File: config.mk
export PLATFORM = sky130hd
export DESIGN_NAME = wildcard_byte_pattern_scanner_core
export DESIGN_NICKNAME = d
export VERILOG_FILES = /design/src/sv/wbps_pkg.sv /design/src/sv/wbps_match.sv /design/src/sv/wildcard_byte_pattern_scanner_core.sv
export SDC_FILE = /design/constraint.sdc
export NUM_CORES = 1
export LEC_CHECK = 0
export BUFFER_PORTS_ARGS = -buffer_cell sky130_fd_sc_hd__buf_4
export CORE_MARGIN = 3
export CORE_UTILIZATION = 35
export DETAILED_ROUTE_END_ITERATION = 8
export SETUP_SLACK_MARGIN = 0.1
export SLEW_MARGIN = 20
export SYNTH_ARGS = -nofsm -noshare
export SYNTH_HDL_FRONTEND = slang
export SYNTH_SLANG_ARGS = --single-unit
File: constraint.sdc
create_clock -name clk -period 15.1 [get_ports clk]
set_clock_uncertainty 0.15 [all_clocks]
set_input_delay 0.755 -clock clk [delete_from_list [all_inputs] [get_ports clk]]
set_output_delay 0.755 -clock clk [all_outputs]
set_load 0.03 [all_outputs]
File: src/sv/wbps_pkg.sv
// Package for the wildcard byte pattern scanner.
// Holds the default sizes, register index codes and port widths.
// No dependencies; every other file of the block imports it.
package wbps_pkg;

	// Default sizes handed to the top-level parameters.
	localparam int PATTERN_MAX_DEF = 16;
	localparam int OFFSET_BITS_DEF = 32;

	// Fixed widths of the register file and the stream words.
	localparam int SIG_BYTES   = 16;
	localparam int LEN_W       = 5;
	localparam int CFG_DATA_W  = 64;
	localparam int CFG_INDEX_W = 3;
	localparam int ADDR_W      = 64;

	// Configuration register indexes.
	typedef enum logic [CFG_INDEX_W-1:0] {
		REG_PATTERN_LENGTH = 3'd0,
		REG_PATTERN_LOW    = 3'd1,
		REG_PATTERN_HIGH   = 3'd2,
		REG_WILDCARD_MASK  = 3'd3,
		REG_REGION_BASE    = 3'd4
	} cfg_reg_t;

	typedef logic [SIG_BYTES-1:0][7:0] sig_bytes_t;

endpackage

File: src/sv/wbps_match.sv
// Masked window compare for the wildcard byte pattern scanner.
// Compares the newest bytes of the window against the signature.
// Depends on wbps_pkg.
module wbps_match #(
	parameter int PATTERN_MAX = wbps_pkg::PATTERN_MAX_DEF
) (
	input  logic [PATTERN_MAX-1:0][7:0]   window,
	input  wbps_pkg::sig_bytes_t          sig,
	input  logic [wbps_pkg::SIG_BYTES-1:0] mask,
	input  logic [wbps_pkg::LEN_W-1:0]    len,
	output logic                          hit
);
	import wbps_pkg::*;

	// Window entry of age a lines up with signature position len-1-a.
	// Positions beyond the length and wildcard positions always agree.
	always_comb begin
		logic [LEN_W-1:0] pos;
		hit = 1'b1;
		for (int a = 0; a < PATTERN_MAX; a++) begin
			pos = len - 5'd1 - LEN_W'(a);
			if (LEN_W'(a) < len && !mask[pos[3:0]]) begin
				if (window[a] != sig[pos[3:0]]) begin
					hit = 1'b0;
				end
			end
		end
	end

endmodule

File: src/sv/wildcard_byte_pattern_scanner_core.sv
// Top level of the wildcard byte pattern scanner.
// Holds the sliding window, offset counter, config registers and output register.
// Depends on wbps_pkg and wbps_match.
//
// Usage:
//   The input stream carries one memory byte per word on s_tdata, with s_tlast
//   marking the final byte of a region. The output stream carries one 64-bit
//   match address per word: region_base plus the offset of the first byte of a
//   matching window. A word that does not complete a match gives no output.
//   Registers are written through cfg_we/cfg_index/cfg_data while idle.
//   A matching byte passes through the input stage, then through the masked compare
//   and base add into the output register. Throughput is one byte per cycle while
//   the receiver does not stall, set by the single parallel compare of all window
//   positions.
//   A new byte is taken while a match waits in the output register, as long as
//   the input stage can move on; when the receiver stalls with both the input
//   stage and output register full, s_tready drops.
//   Reset clears the window, fill count, offset, valid flags and registers
//   (pattern length returns to one); the block is ready right after reset.
module wildcard_byte_pattern_scanner_core #(
	parameter int PATTERN_MAX = wbps_pkg::PATTERN_MAX_DEF,
	parameter int OFFSET_BITS = wbps_pkg::OFFSET_BITS_DEF
) (
	input  logic                             clk,
	input  logic                             arst_n,
	// Input stream.
	input  logic                             s_tvalid,
	output logic                             s_tready,
	input  logic [7:0]                       s_tdata,   // [7:0] data_byte
	input  logic                             s_tlast,   // last_in_region
	// Output stream.
	output logic                             m_tvalid,
	input  logic                             m_tready,
	output logic [wbps_pkg::ADDR_W-1:0]      m_tdata,   // [63:0] match_address
	// Configuration write port.
	input  logic                             cfg_we,
	input  logic [wbps_pkg::CFG_INDEX_W-1:0] cfg_index,
	input  logic [wbps_pkg::CFG_DATA_W-1:0]  cfg_data
);
	import wbps_pkg::*;

	localparam int FILL_W = $clog2(PATTERN_MAX + 1);

	// Configuration registers.
	logic [LEN_W-1:0]     length_q;
	logic [63:0]          pat_low_q;
	logic [63:0]          pat_high_q;
	logic [SIG_BYTES-1:0] mask_q;
	logic [ADDR_W-1:0]    base_q;

	// Scan state.
	logic [PATTERN_MAX-1:0][7:0] window_q;
	logic [FILL_W-1:0]           fill_q;
	logic [OFFSET_BITS-1:0]      offset_q;

	// Input stage.
	logic                        valid_s1;
	logic [PATTERN_MAX-1:0][7:0] win_s1;
	logic [FILL_W-1:0]           fill_s1;
	logic [OFFSET_BITS-1:0]      first_s1;

	// Output register.
	logic              out_valid_q;
	logic [ADDR_W-1:0] addr_q;

	logic                        in_acc;
	logic                        out_free;
	logic [LEN_W-1:0]            eff_len;
	logic [PATTERN_MAX-1:0][7:0] shifted;
	logic [FILL_W-1:0]           fill_next;
	logic                        hit;
	sig_bytes_t                  sig;

	// Handshake: the input stage moves whenever the output register can load.
	assign out_free = !out_valid_q || m_tready;
	assign s_tready = !valid_s1 || out_free;
	assign in_acc   = s_tvalid && s_tready;
	assign m_tvalid = out_valid_q;
	assign m_tdata  = addr_q;

	// Effective length: zero counts as one, long values clamp to the window size.
	always_comb begin
		eff_len = length_q;
		if (length_q == '0) begin
			eff_len = LEN_W'(1);
		end else if (length_q > LEN_W'(PATTERN_MAX)) begin
			eff_len = LEN_W'(PATTERN_MAX);
		end
	end

	// Shift the new byte into the youngest slot.
	always_comb begin
		shifted[0] = s_tdata;
		for (int k = 1; k < PATTERN_MAX; k++) begin
			shifted[k] = window_q[k-1];
		end
		fill_next = (fill_q < FILL_W'(PATTERN_MAX)) ? fill_q + FILL_W'(1) : fill_q;
	end

	assign sig = {pat_high_q, pat_low_q};

	// Configuration writes; unknown indexes are ignored.
	always_ff @(posedge clk or negedge arst_n) begin
		if (!arst_n) begin
			length_q   <= LEN_W'(1);
			pat_low_q  <= '0;
			pat_high_q <= '0;
			mask_q     <= '0;
			base_q     <= '0;
		end else if (cfg_we) begin
			case (cfg_index)
				REG_PATTERN_LENGTH: length_q   <= cfg_data[LEN_W-1:0];
				REG_PATTERN_LOW:    pat_low_q  <= cfg_data;
				REG_PATTERN_HIGH:   pat_high_q <= cfg_data;
				REG_WILDCARD_MASK:  mask_q     <= cfg_data[SIG_BYTES-1:0];
				REG_REGION_BASE:    base_q     <= cfg_data[ADDR_W-1:0];
				default: ;
			endcase
		end
	end

	// Window, fill count and offset advance on every accepted word;
	// the last byte of a region clears them.
	always_ff @(posedge clk or negedge arst_n) begin
		if (!arst_n) begin
			window_q <= '0;
			fill_q   <= '0;
			offset_q <= '0;
		end else if (in_acc) begin
			if (s_tlast) begin
				window_q <= '0;
				fill_q   <= '0;
				offset_q <= '0;
			end else begin
				window_q <= shifted;
				fill_q   <= fill_next;
				offset_q <= offset_q + OFFSET_BITS'(1);
			end
		end
	end

	// Input stage valid flag.
	always_ff @(posedge clk or negedge arst_n) begin
		if (!arst_n) begin
			valid_s1 <= 1'b0;
		end else if (s_tready) begin
			valid_s1 <= s_tvalid;
		end
	end

	// Input stage payload: the shifted window as this byte sees it.
	always_ff @(posedge clk) begin
		if (in_acc) begin
			win_s1   <= shifted;
			fill_s1  <= fill_next;
			first_s1 <= offset_q - OFFSET_BITS'(eff_len - LEN_W'(1));
		end
	end

	wbps_match #(
		.PATTERN_MAX(PATTERN_MAX)
	) u_match (
		.window(win_s1),
		.sig   (sig),
		.mask  (mask_q),
		.len   (eff_len),
		.hit   (hit)
	);

	// Output register: only matching windows that hold at least the pattern length produce a word.
	always_ff @(posedge clk or negedge arst_n) begin
		if (!arst_n) begin
			out_valid_q <= 1'b0;
		end else if (out_free) begin
			out_valid_q <= valid_s1 && hit && (LEN_W'(fill_s1) >= eff_len);
		end
	end

	always_ff @(posedge clk) begin
		if (out_free) begin
			addr_q <= base_q + ADDR_W'(first_s1);
		end
	end

endmodule

==> results of run 1 <==
==> synthesized netlist by cell type (31+ instances only) <==
cell type and n:
edfxtp_1 229, clkbuf_1 91, nand3_1 32, xor2_1 78
nand4_1 40, inv_1 39, ha_1 80, nand2_1 324
xnor2_1 166, o21ai_0 49, nor2_1 93, mux2_2 215
mux4_2 171, mux2i_1 202, a21o_1 31, nand3b_1 121
dfrtp_1 371, a21oi_1 85
==> sequential cells by signal, indices dropped and copies added, names as in the netlist <==
| name | cells |
|---|---|
| pat_low_q | 64 |
| offset_q | 32 |
| fill_q | 5 |
| valid_s1 | 1 |
| m_tvalid | 1 |
| fill_s1 | 5 |
| first_s1 | 32 |
| base_q | 64 |
| win_s1 | 128 |
| mask_q | 16 |
| shifted | 120 |
| m_tdata | 64 |
| pat_high_q | 64 |
| length_q | 5 |
==> layout make-up <==
class / instances / area share
Antenna cell: 1 / 0.00006527
Clock buffer: 99 / 0.05202
Clock inverter: 29 / 0.006266
Inverter: 44 / 0.004634
Multi-Input combinational cell: 1886 / 0.4389
Sequential cell: 601 / 0.4222
Tap cell: 1265 / 0.04128
Timing Repair Buffer: 174 / 0.03459
==> layer usage <==
metal	part of all wire	global-route usage	up-vias
met5	0.000071	0	-
met4	0.048	0.08633	2
met3	0.072	0.04516	184
met2	0.45	0.3028	737
met1	0.43	0.2657	11300
li1	-	-	10080
==> kinds of logic (layout without fill, tap and decap cells) <==
logic type                 after synthesis  count (layout)
and+or+nand+nor                        730             730
xor gates and xnor gates               249             249
muxes                                  590             590
adders and majority gates               84              84
AOI/OAI and AO/OA                      233             233
other                                    0               1
buffers and inverters                  182             346
DFF                                    601             601
==> where the power goes <==
part | internal, mW | total (mW) | switching [mW]
Combinational | 1.61 | 3.66 | 2.05
Clock | 0.962 | 1.64 | 0.683
Sequential | 1.98 | 2.21 | 0.224
Total | 4.55 | 7.51 | 2.96
==> path summary, 6_finish.rpt <==
path	to	cells past startpoint
max	first_s1[30]	17
min	shifted[79]	1
max reg2reg	first_s1[30]	17
min reg2reg	win_s1[125]	0
max in group asynchronous	fill_q[4]	3
min in group clk	win_s1[7]	1
==> stage by stage <==
stage               power [mW]  hold WS (ns)  area, sq um
global placement         5.831        0.2799        36100
CTS                      7.519       0.05044        38340
detailed placement       5.839        0.2833        36100
global route             7.859       0.06162        38340
floorplan                4.773        0.2748        33690
finish                   7.515       0.01819        38340
==> summary.md, run 1 <==
| Metric | Value |
|---|---|
| Final setup viols | `0` |
| Post-route minimum period | `5.903 ns` |
| Clock sink count | `between 600 and 700` |
| Largest area contributor in the netlist | `dfrtp_1` |
| Antenna violations before repair | `4` |
| Filler Cell Count | `9064` |
| GPL Wtd Cong | `about 0.99` |
| Starting Density | `0.3536` |
| Placeable Area | `roughly 95000 sq um` |
| CP startpoint | `length_q[4]` |
| Cells after Synth | `2669` |
| Clock Path Buffers | `3` |
| Largest net degree at the start of global routing | `161` |
| XOR/XNOR share of the synthesized area | `0.06651` |
| R2R setup slack | `roughly 9.2 ns` |
| DR vias | `22300` |
| Simple-gate share of the synthesized area | `0.1083` |
| Cell Pwr Density | `between 150 and 200 nW/um^2` |
| Most common cell after layout, fill and taps aside | `dfrtp_1` |
| Synth Area in Compound Gates | `0.04322` |
| Final hold violations | `0` |
| Final Core Density | `0.4023` |
| CP max stage cell | `nand2b_2` |
| MaxCap Viol Count | `0` |
| Critical path required time | `roughly 15 ns` |
| Critical-path cell list | `nand2b_2 > ha_1 > nand2_1 > a21oi_1 > a31o_2 > buf_4 > inv_1 > ha_1 > a21oi_1 > o21ai_1 > a221oi_1 > o21ai_1 > a31oi_1 > o31a_1 > o311ai_0 > a21oi_1 > xnor2_1` |
| Drt pass-1 iters | `7` |
| Most used flip-flop cell after synthesis | `dfrtp_1` |
| Die W | `316.3 microns` |
| Number of post-CTS setup repair buffers | `0` |
| Synthesized cell area | `33690 sq um` |
| Initial DRC Count | `1955` |
| CTS Root Cell | `clkbuf_16` |
| Most common cell on crit path | `a21oi_1` |
| WL per Instance | `~24 microns` |
| Slew margin rel. | `0.2416` |
| Worst Path Max Fanout | `43` |
| Place WS | `9.208 ns` |
| # IOs | `147` |
| EDFF count, synth | `~230` |
| Worst slew pin tran | `1.132 ns` |
| CP endpoint kind | `flip-flop` |
| Setup_tns | `0 ns` |
| Vias per inst | `around 5.4` |
| Setup CP Type | `reg2reg` |
| Buf+Inv Stages, Crit Path | `2` |
| Synth warn | `0` |
| Area occupied by multi-input gates | `16830 sq um` |
| Site row count | `113` |
| Asr flop ratio synth | `0.6190` |
| Final wirelength | `approximately 99000 microns` |
| FF-to-FF Start | `length_q[4]` |
| Max Clk Rate | `about 170 MHz` |
| Seq/Total Area, Yosys | `0.4804` |
| Vias in the first global route | `21700` |
| Layout cells sized above 1 | `0.2460` |
| Syn avg cell area | `between 10 and 15 sq um` |
| DRC | `0` |
| Cts hold-fix bufs | `0` |
| DIE HEIGHT | `316.3 microns` |
| Syn Nets | `about 2800` |
| Clock slew at reported path FFs | `0.06 ns` |
| Worst Hold Class | `in2async` |
| Worst skew pair latency | `0.62 ns` |
| Gr ovfl total | `0` |
| Final #Nets | `2939` |
| Register area | `about 16000 sq um` |
| Leakage power | `16.16 nW` |
| Unrepaired setup endpoints after global routing | `false` |
| Post-synth top area share | `0.2755` |
| Post-synthesis mux area share | `0.2477` |
| DPL Wire Length | `around 74000 microns` |
| Global-route wire length before repair | `between 100000 and 150000 microns` |
| TritonCTS clock tree | `done` |
| Final Max Tran Viols | `0` |
| Port bufs | `146` |
| Number of CTS-inserted buffers | `slightly below 70` |
| Combinational family with the most area after synthesis | `multiplexers` |
| Status | `completed` |
| CP delay by family, top | `compound AO/OA/AOI/OAI gates` |
| H-tree depth | `3` |
| Synth area leaders | `dfrtp_1 (28%), edfxtp_1 (20%), mux4_2 (11%)` |
| GRT Resource Usage Total | `0.1965` |
| Yosys cell types | `73` |
| Kind of start point of the critical path | `flip-flop` |
| Final worst slack | `9.197 ns` |
| CP max stage delay | `0.87 ns` |
| DP Cell Count | `about 4000` |
| Cts repair resizes | `0` |
| Register bit total from synthesis | `601` |
| Synth Area in Adders | `0.03149` |
| Die area | `100000 sq um` |
| Maximum VDD drop | `0.0001387 V` |
| Antenna viol nets, final | `0` |
| Most frequent cells in the layout | `dfrtp_1 (371), nand2_1 (322), edfxtp_1 (229)` |
| Final Non-Filler Cells | `4099` |
| Layout overhead on the synthesized area | `13.78%` |
| Fin crit share | `0.3910` |
| Critical Path AT | `roughly 6.1 ns` |
Note: power is estimated with default switching activity, not from simulation.
==> run 2: changes to the inputs <==
Clock period 15.1 ns to 5.1 ns, I/O delays scaled along.
==> run 2 against run 1 <==
Hold slack gained 0.028 ns. Power increased to 3.1 times the previous value. Worst setup slack lost 8.8 ns. Die area did not move. First-iteration DRC count is 18% higher. Fmax increased by 25%. Critical path type unchanged.
==> summary.md, run 2 (synthesis results as in run 1) <==
| Metric | Value |
|---|---|
| Post-route minimum period | `4.718 ns (was 5.903 ns)` |
| Most frequent cells in the layout | `dfrtp_1 (371), nand2_1 (322), edfxtp_1 (229) (unchanged)` |
| Total Power | `22.93 mW (was 7.515 mW)` |
| Worst skew pair latency | `0.61 ns (was 0.62 ns)` |
| Placed Area | `36390 sq um (was 36100 sq um)` |
| Number of CTS-inserted buffers | `69 (unchanged)` |
| Crit path depth | `17 (unchanged)` |
| Worst slew pin tran | `1.074 ns (was 1.132 ns)` |
| CP delay by family, top | `compound AO/OA/AOI/OAI gates (unchanged)` |
| Slew margin rel. | `0.2837 (was 0.2416)` |
| Port bufs | `146 (unchanged)` |
| Final wirelength | `101200 microns (was 98880 microns)` |
| Fin Hold WS | `0.04652 ns (was 0.01819 ns)` |
| Leakage power | `16.68 nW (was 16.16 nW)` |
| FF-to-FF Start | `length_q[1] (was length_q[4])` |
| DR vias | `23030 (was 22300)` |
| Layout cells sized above 1 | `0.2484 (was 0.2460)` |
| Status | `completed (unchanged)` |
| # IOs | `147 (unchanged)` |
| Fin area | `39510 sq um (was 38340 sq um)` |
| Initial DRC Count | `2298 (was 1955)` |
| Maximum VDD drop | `0.0003064 V (was 0.0001387 V)` |
| Clock slew at reported path FFs | `0.07 ns (was 0.06 ns)` |
| Global-route wire length before repair | `150200 microns (was 144800 microns)` |
| DP Cell Count | `3999 (was 3970)` |
| Max FFs per register | `128 (unchanged)` |
| Final worst slack | `0.3815 ns (was 9.197 ns)` |
| GPL Wtd Cong | `1.007 (was 0.9946)` |
| CP endpoint | `m_tvalid (was first_s1[30])` |
| Kind of start point of the critical path | `flip-flop (unchanged)` |
| Vias per inst | `5.483 (was 5.441)` |
| Number of post-CTS setup repair buffers | `0 (unchanged)` |
| WL per Instance | `24.09 microns (was 24.12 microns)` |
| Antenna violations before repair | `5 (was 4)` |
| Setup CP Type | `reg2reg (unchanged)` |
| CP endpoint kind | `flip-flop (unchanged)` |
| Final #Nets | `3044 (was 2939)` |
| Max Clk Rate | `211.9 MHz (was 169.4 MHz)` |
| Most common cell on crit path | `buf_4 (was a21oi_1)` |
| R2R setup slack | `0.38 ns (was 9.20 ns)` |
| Vias in the first global route | `22300 (was 21700)` |
| MaxCap Viol Count | `0 (unchanged)` |
| Most common cell after layout, fill and taps aside | `dfrtp_1 (unchanged)` |
| Worst Path Max Fanout | `23 (was 43)` |
| Largest Register | `win_s1 (unchanged)` |
| Final setup viols | `0 (unchanged)` |
| Register area | `16190 sq um (unchanged)` |
| Final Non-Filler Cells | `4201 (was 4099)` |
| Final Max Tran Viols | `0 (unchanged)` |
| Worst Hold Class | `in2reg (was in2async)` |
| Gr ovfl total | `0 (unchanged)` |
| Setup_tns | `0 ns (unchanged)` |
| Buf+Inv Stages, Crit Path | `4 (was 2)` |
| DIE HEIGHT | `316.3 microns (unchanged)` |
| Final Core Density | `0.4146 (was 0.4023)` |
| H-tree depth | `3 (unchanged)` |
| DPL Wire Length | `75870 microns (was 73910 microns)` |
| Layout overhead on the synthesized area | `17.24% (was 13.78%)` |
| Final hold violations | `0 (unchanged)` |
| TritonCTS clock tree | `done (unchanged)` |
| Clock sink count | `601 (unchanged)` |
| CP startpoint | `length_q[1] (was length_q[4])` |
| Cts repair resizes | `0 (unchanged)` |
| Drt pass-1 iters | `7 (unchanged)` |
| Area occupied by multi-input gates | `16830 sq um (about the same)` |
| R2R depth | `17 (unchanged)` |
| Die area | `100000 sq um (unchanged)` |
| DRC | `0 (unchanged)` |
| CP max stage cell | `a2111oi_0 (was nand2b_2)` |
| Place WS | `0.4186 ns (was 9.208 ns)` |
| Critical-path cell list | `nor3_2 > o21a_4 > inv_4 > ha_1 > xnor2_4 > buf_4 > ha_1 > a211o_4 > xnor2_4 > buf_4 > a21oi_1 > or3_1 > a2111oi_0 > buf_4 > a221oi_1 > nor4_1 > a41o_1 (was nand2b_2 > ha_1 > nand2_1 > a21oi_1 > a31o_2 > buf_4 > inv_1 > ha_1 > a21oi_1 > o21ai_1 > a221oi_1 > o21ai_1 > a31oi_1 > o31a_1 > o311ai_0 > a21oi_1 > xnor2_1)` |
| Placeable Area | `95290 sq um (unchanged)` |
| Filler Cell Count | `8982 (was 9064)` |
| Starting Density | `0.3536 (unchanged)` |
| Unrepaired setup endpoints after global routing | `false (unchanged)` |
| Die W | `316.3 microns (unchanged)` |
| Clock Path Buffers | `3 (unchanged)` |
| Critical path required time | `5.50 ns (was 15.32 ns)` |
| CTS Root Cell | `clkbuf_16 (unchanged)` |
| Fin crit share | `0.9252 (was 0.3910)` |
| Cell Pwr Density | `580.3 nW/um^2 (was 196.0 nW/um^2)` |
| Site row count | `113 (unchanged)` |
| Antenna viol nets, final | `0 (unchanged)` |
| Critical Path AT | `5.12 ns (was 6.12 ns)` |
| Critical R2R Capture | `m_tvalid (was first_s1[30])` |
| GRT Resource Usage Total | `0.2020 (was 0.1965)` |
| CP max stage delay | `0.51 ns (was 0.87 ns)` |
| Largest net degree at the start of global routing | `169 (was 161)` |
[run 2: cell count changes in the layout (fill, tap and decap cells not counted), moves of 3 or more]
cell	delta
clkinv_2	-6
bufinv_16	+6
buf_12	+5
clkbuf_1	-3
dlygate4sd3_1	+76
buf_4	+24
[run 2: where the power goes]
part / internal, mW / switching (mW)
sequential: 5.87 / 0.705
combinational: 4.97 / 6.27
clock: 3.10 / 2.02
total: 13.9 / 8.99
[run 2: final cells by class]
cell class / count / area share
clock buffer: 95 / 0.04928
tap: 1265 / 0.04006
timing repair buffer: 279 / 0.05992
clock inverter: 30 / 0.01029
inverter: 44 / 0.004497
multi-input combinational: 1886 / 0.4261
antenna: 1 / 0.00006334
sequential: 601 / 0.4097
[run 2: worst min path at each step]
stage,start,end,slack (ns),cells after the start
finish,s_tlast,offset_q[3],0.05,2
global route,s_tlast,offset_q[3],0.06,2
CTS,s_tlast,fill_q[2],0.02,2
detailed placement,arst_n,shifted[41],0.21,1
global placement,arst_n,shifted[115],0.21,1
floorplan,arst_n,base_q[0],-0.19,0
[run 2: per-layer routing]
metal	vias up	routed length [microns]	part of all wire	global-route usage
met3	188	6069	0.060	0.02882
met5	-	13	0.00013	0
met2	797	46770	0.46	0.3196
met4	2	4131	0.041	0.07362
li1	10290	-	-	-
met1	11760	44200	0.44	0.2838
[run 2: worst reg2reg max path, stage by stage (launching register included)]
cell	delay [ns]
dfrtp_1	0.42
nor3_2	0.22
o21a_4	0.20
inv_4	0.05
ha_1	0.29
xnor2_4	0.18
buf_4	0.27
ha_1	0.25
a211o_4	0.35
xnor2_4	0.33
buf_4	0.21
a21oi_1	0.06
or3_1	0.34
a2111oi_0	0.51
buf_4	0.21
a221oi_1	0.10
nor4_1	0.33
a41o_1	0.21
[run 2: timing repair]
action                                 CTS  global route
hold buffers                            76             0
setup endpoints to repair                0             0
endpoints found under the hold margin  316             0
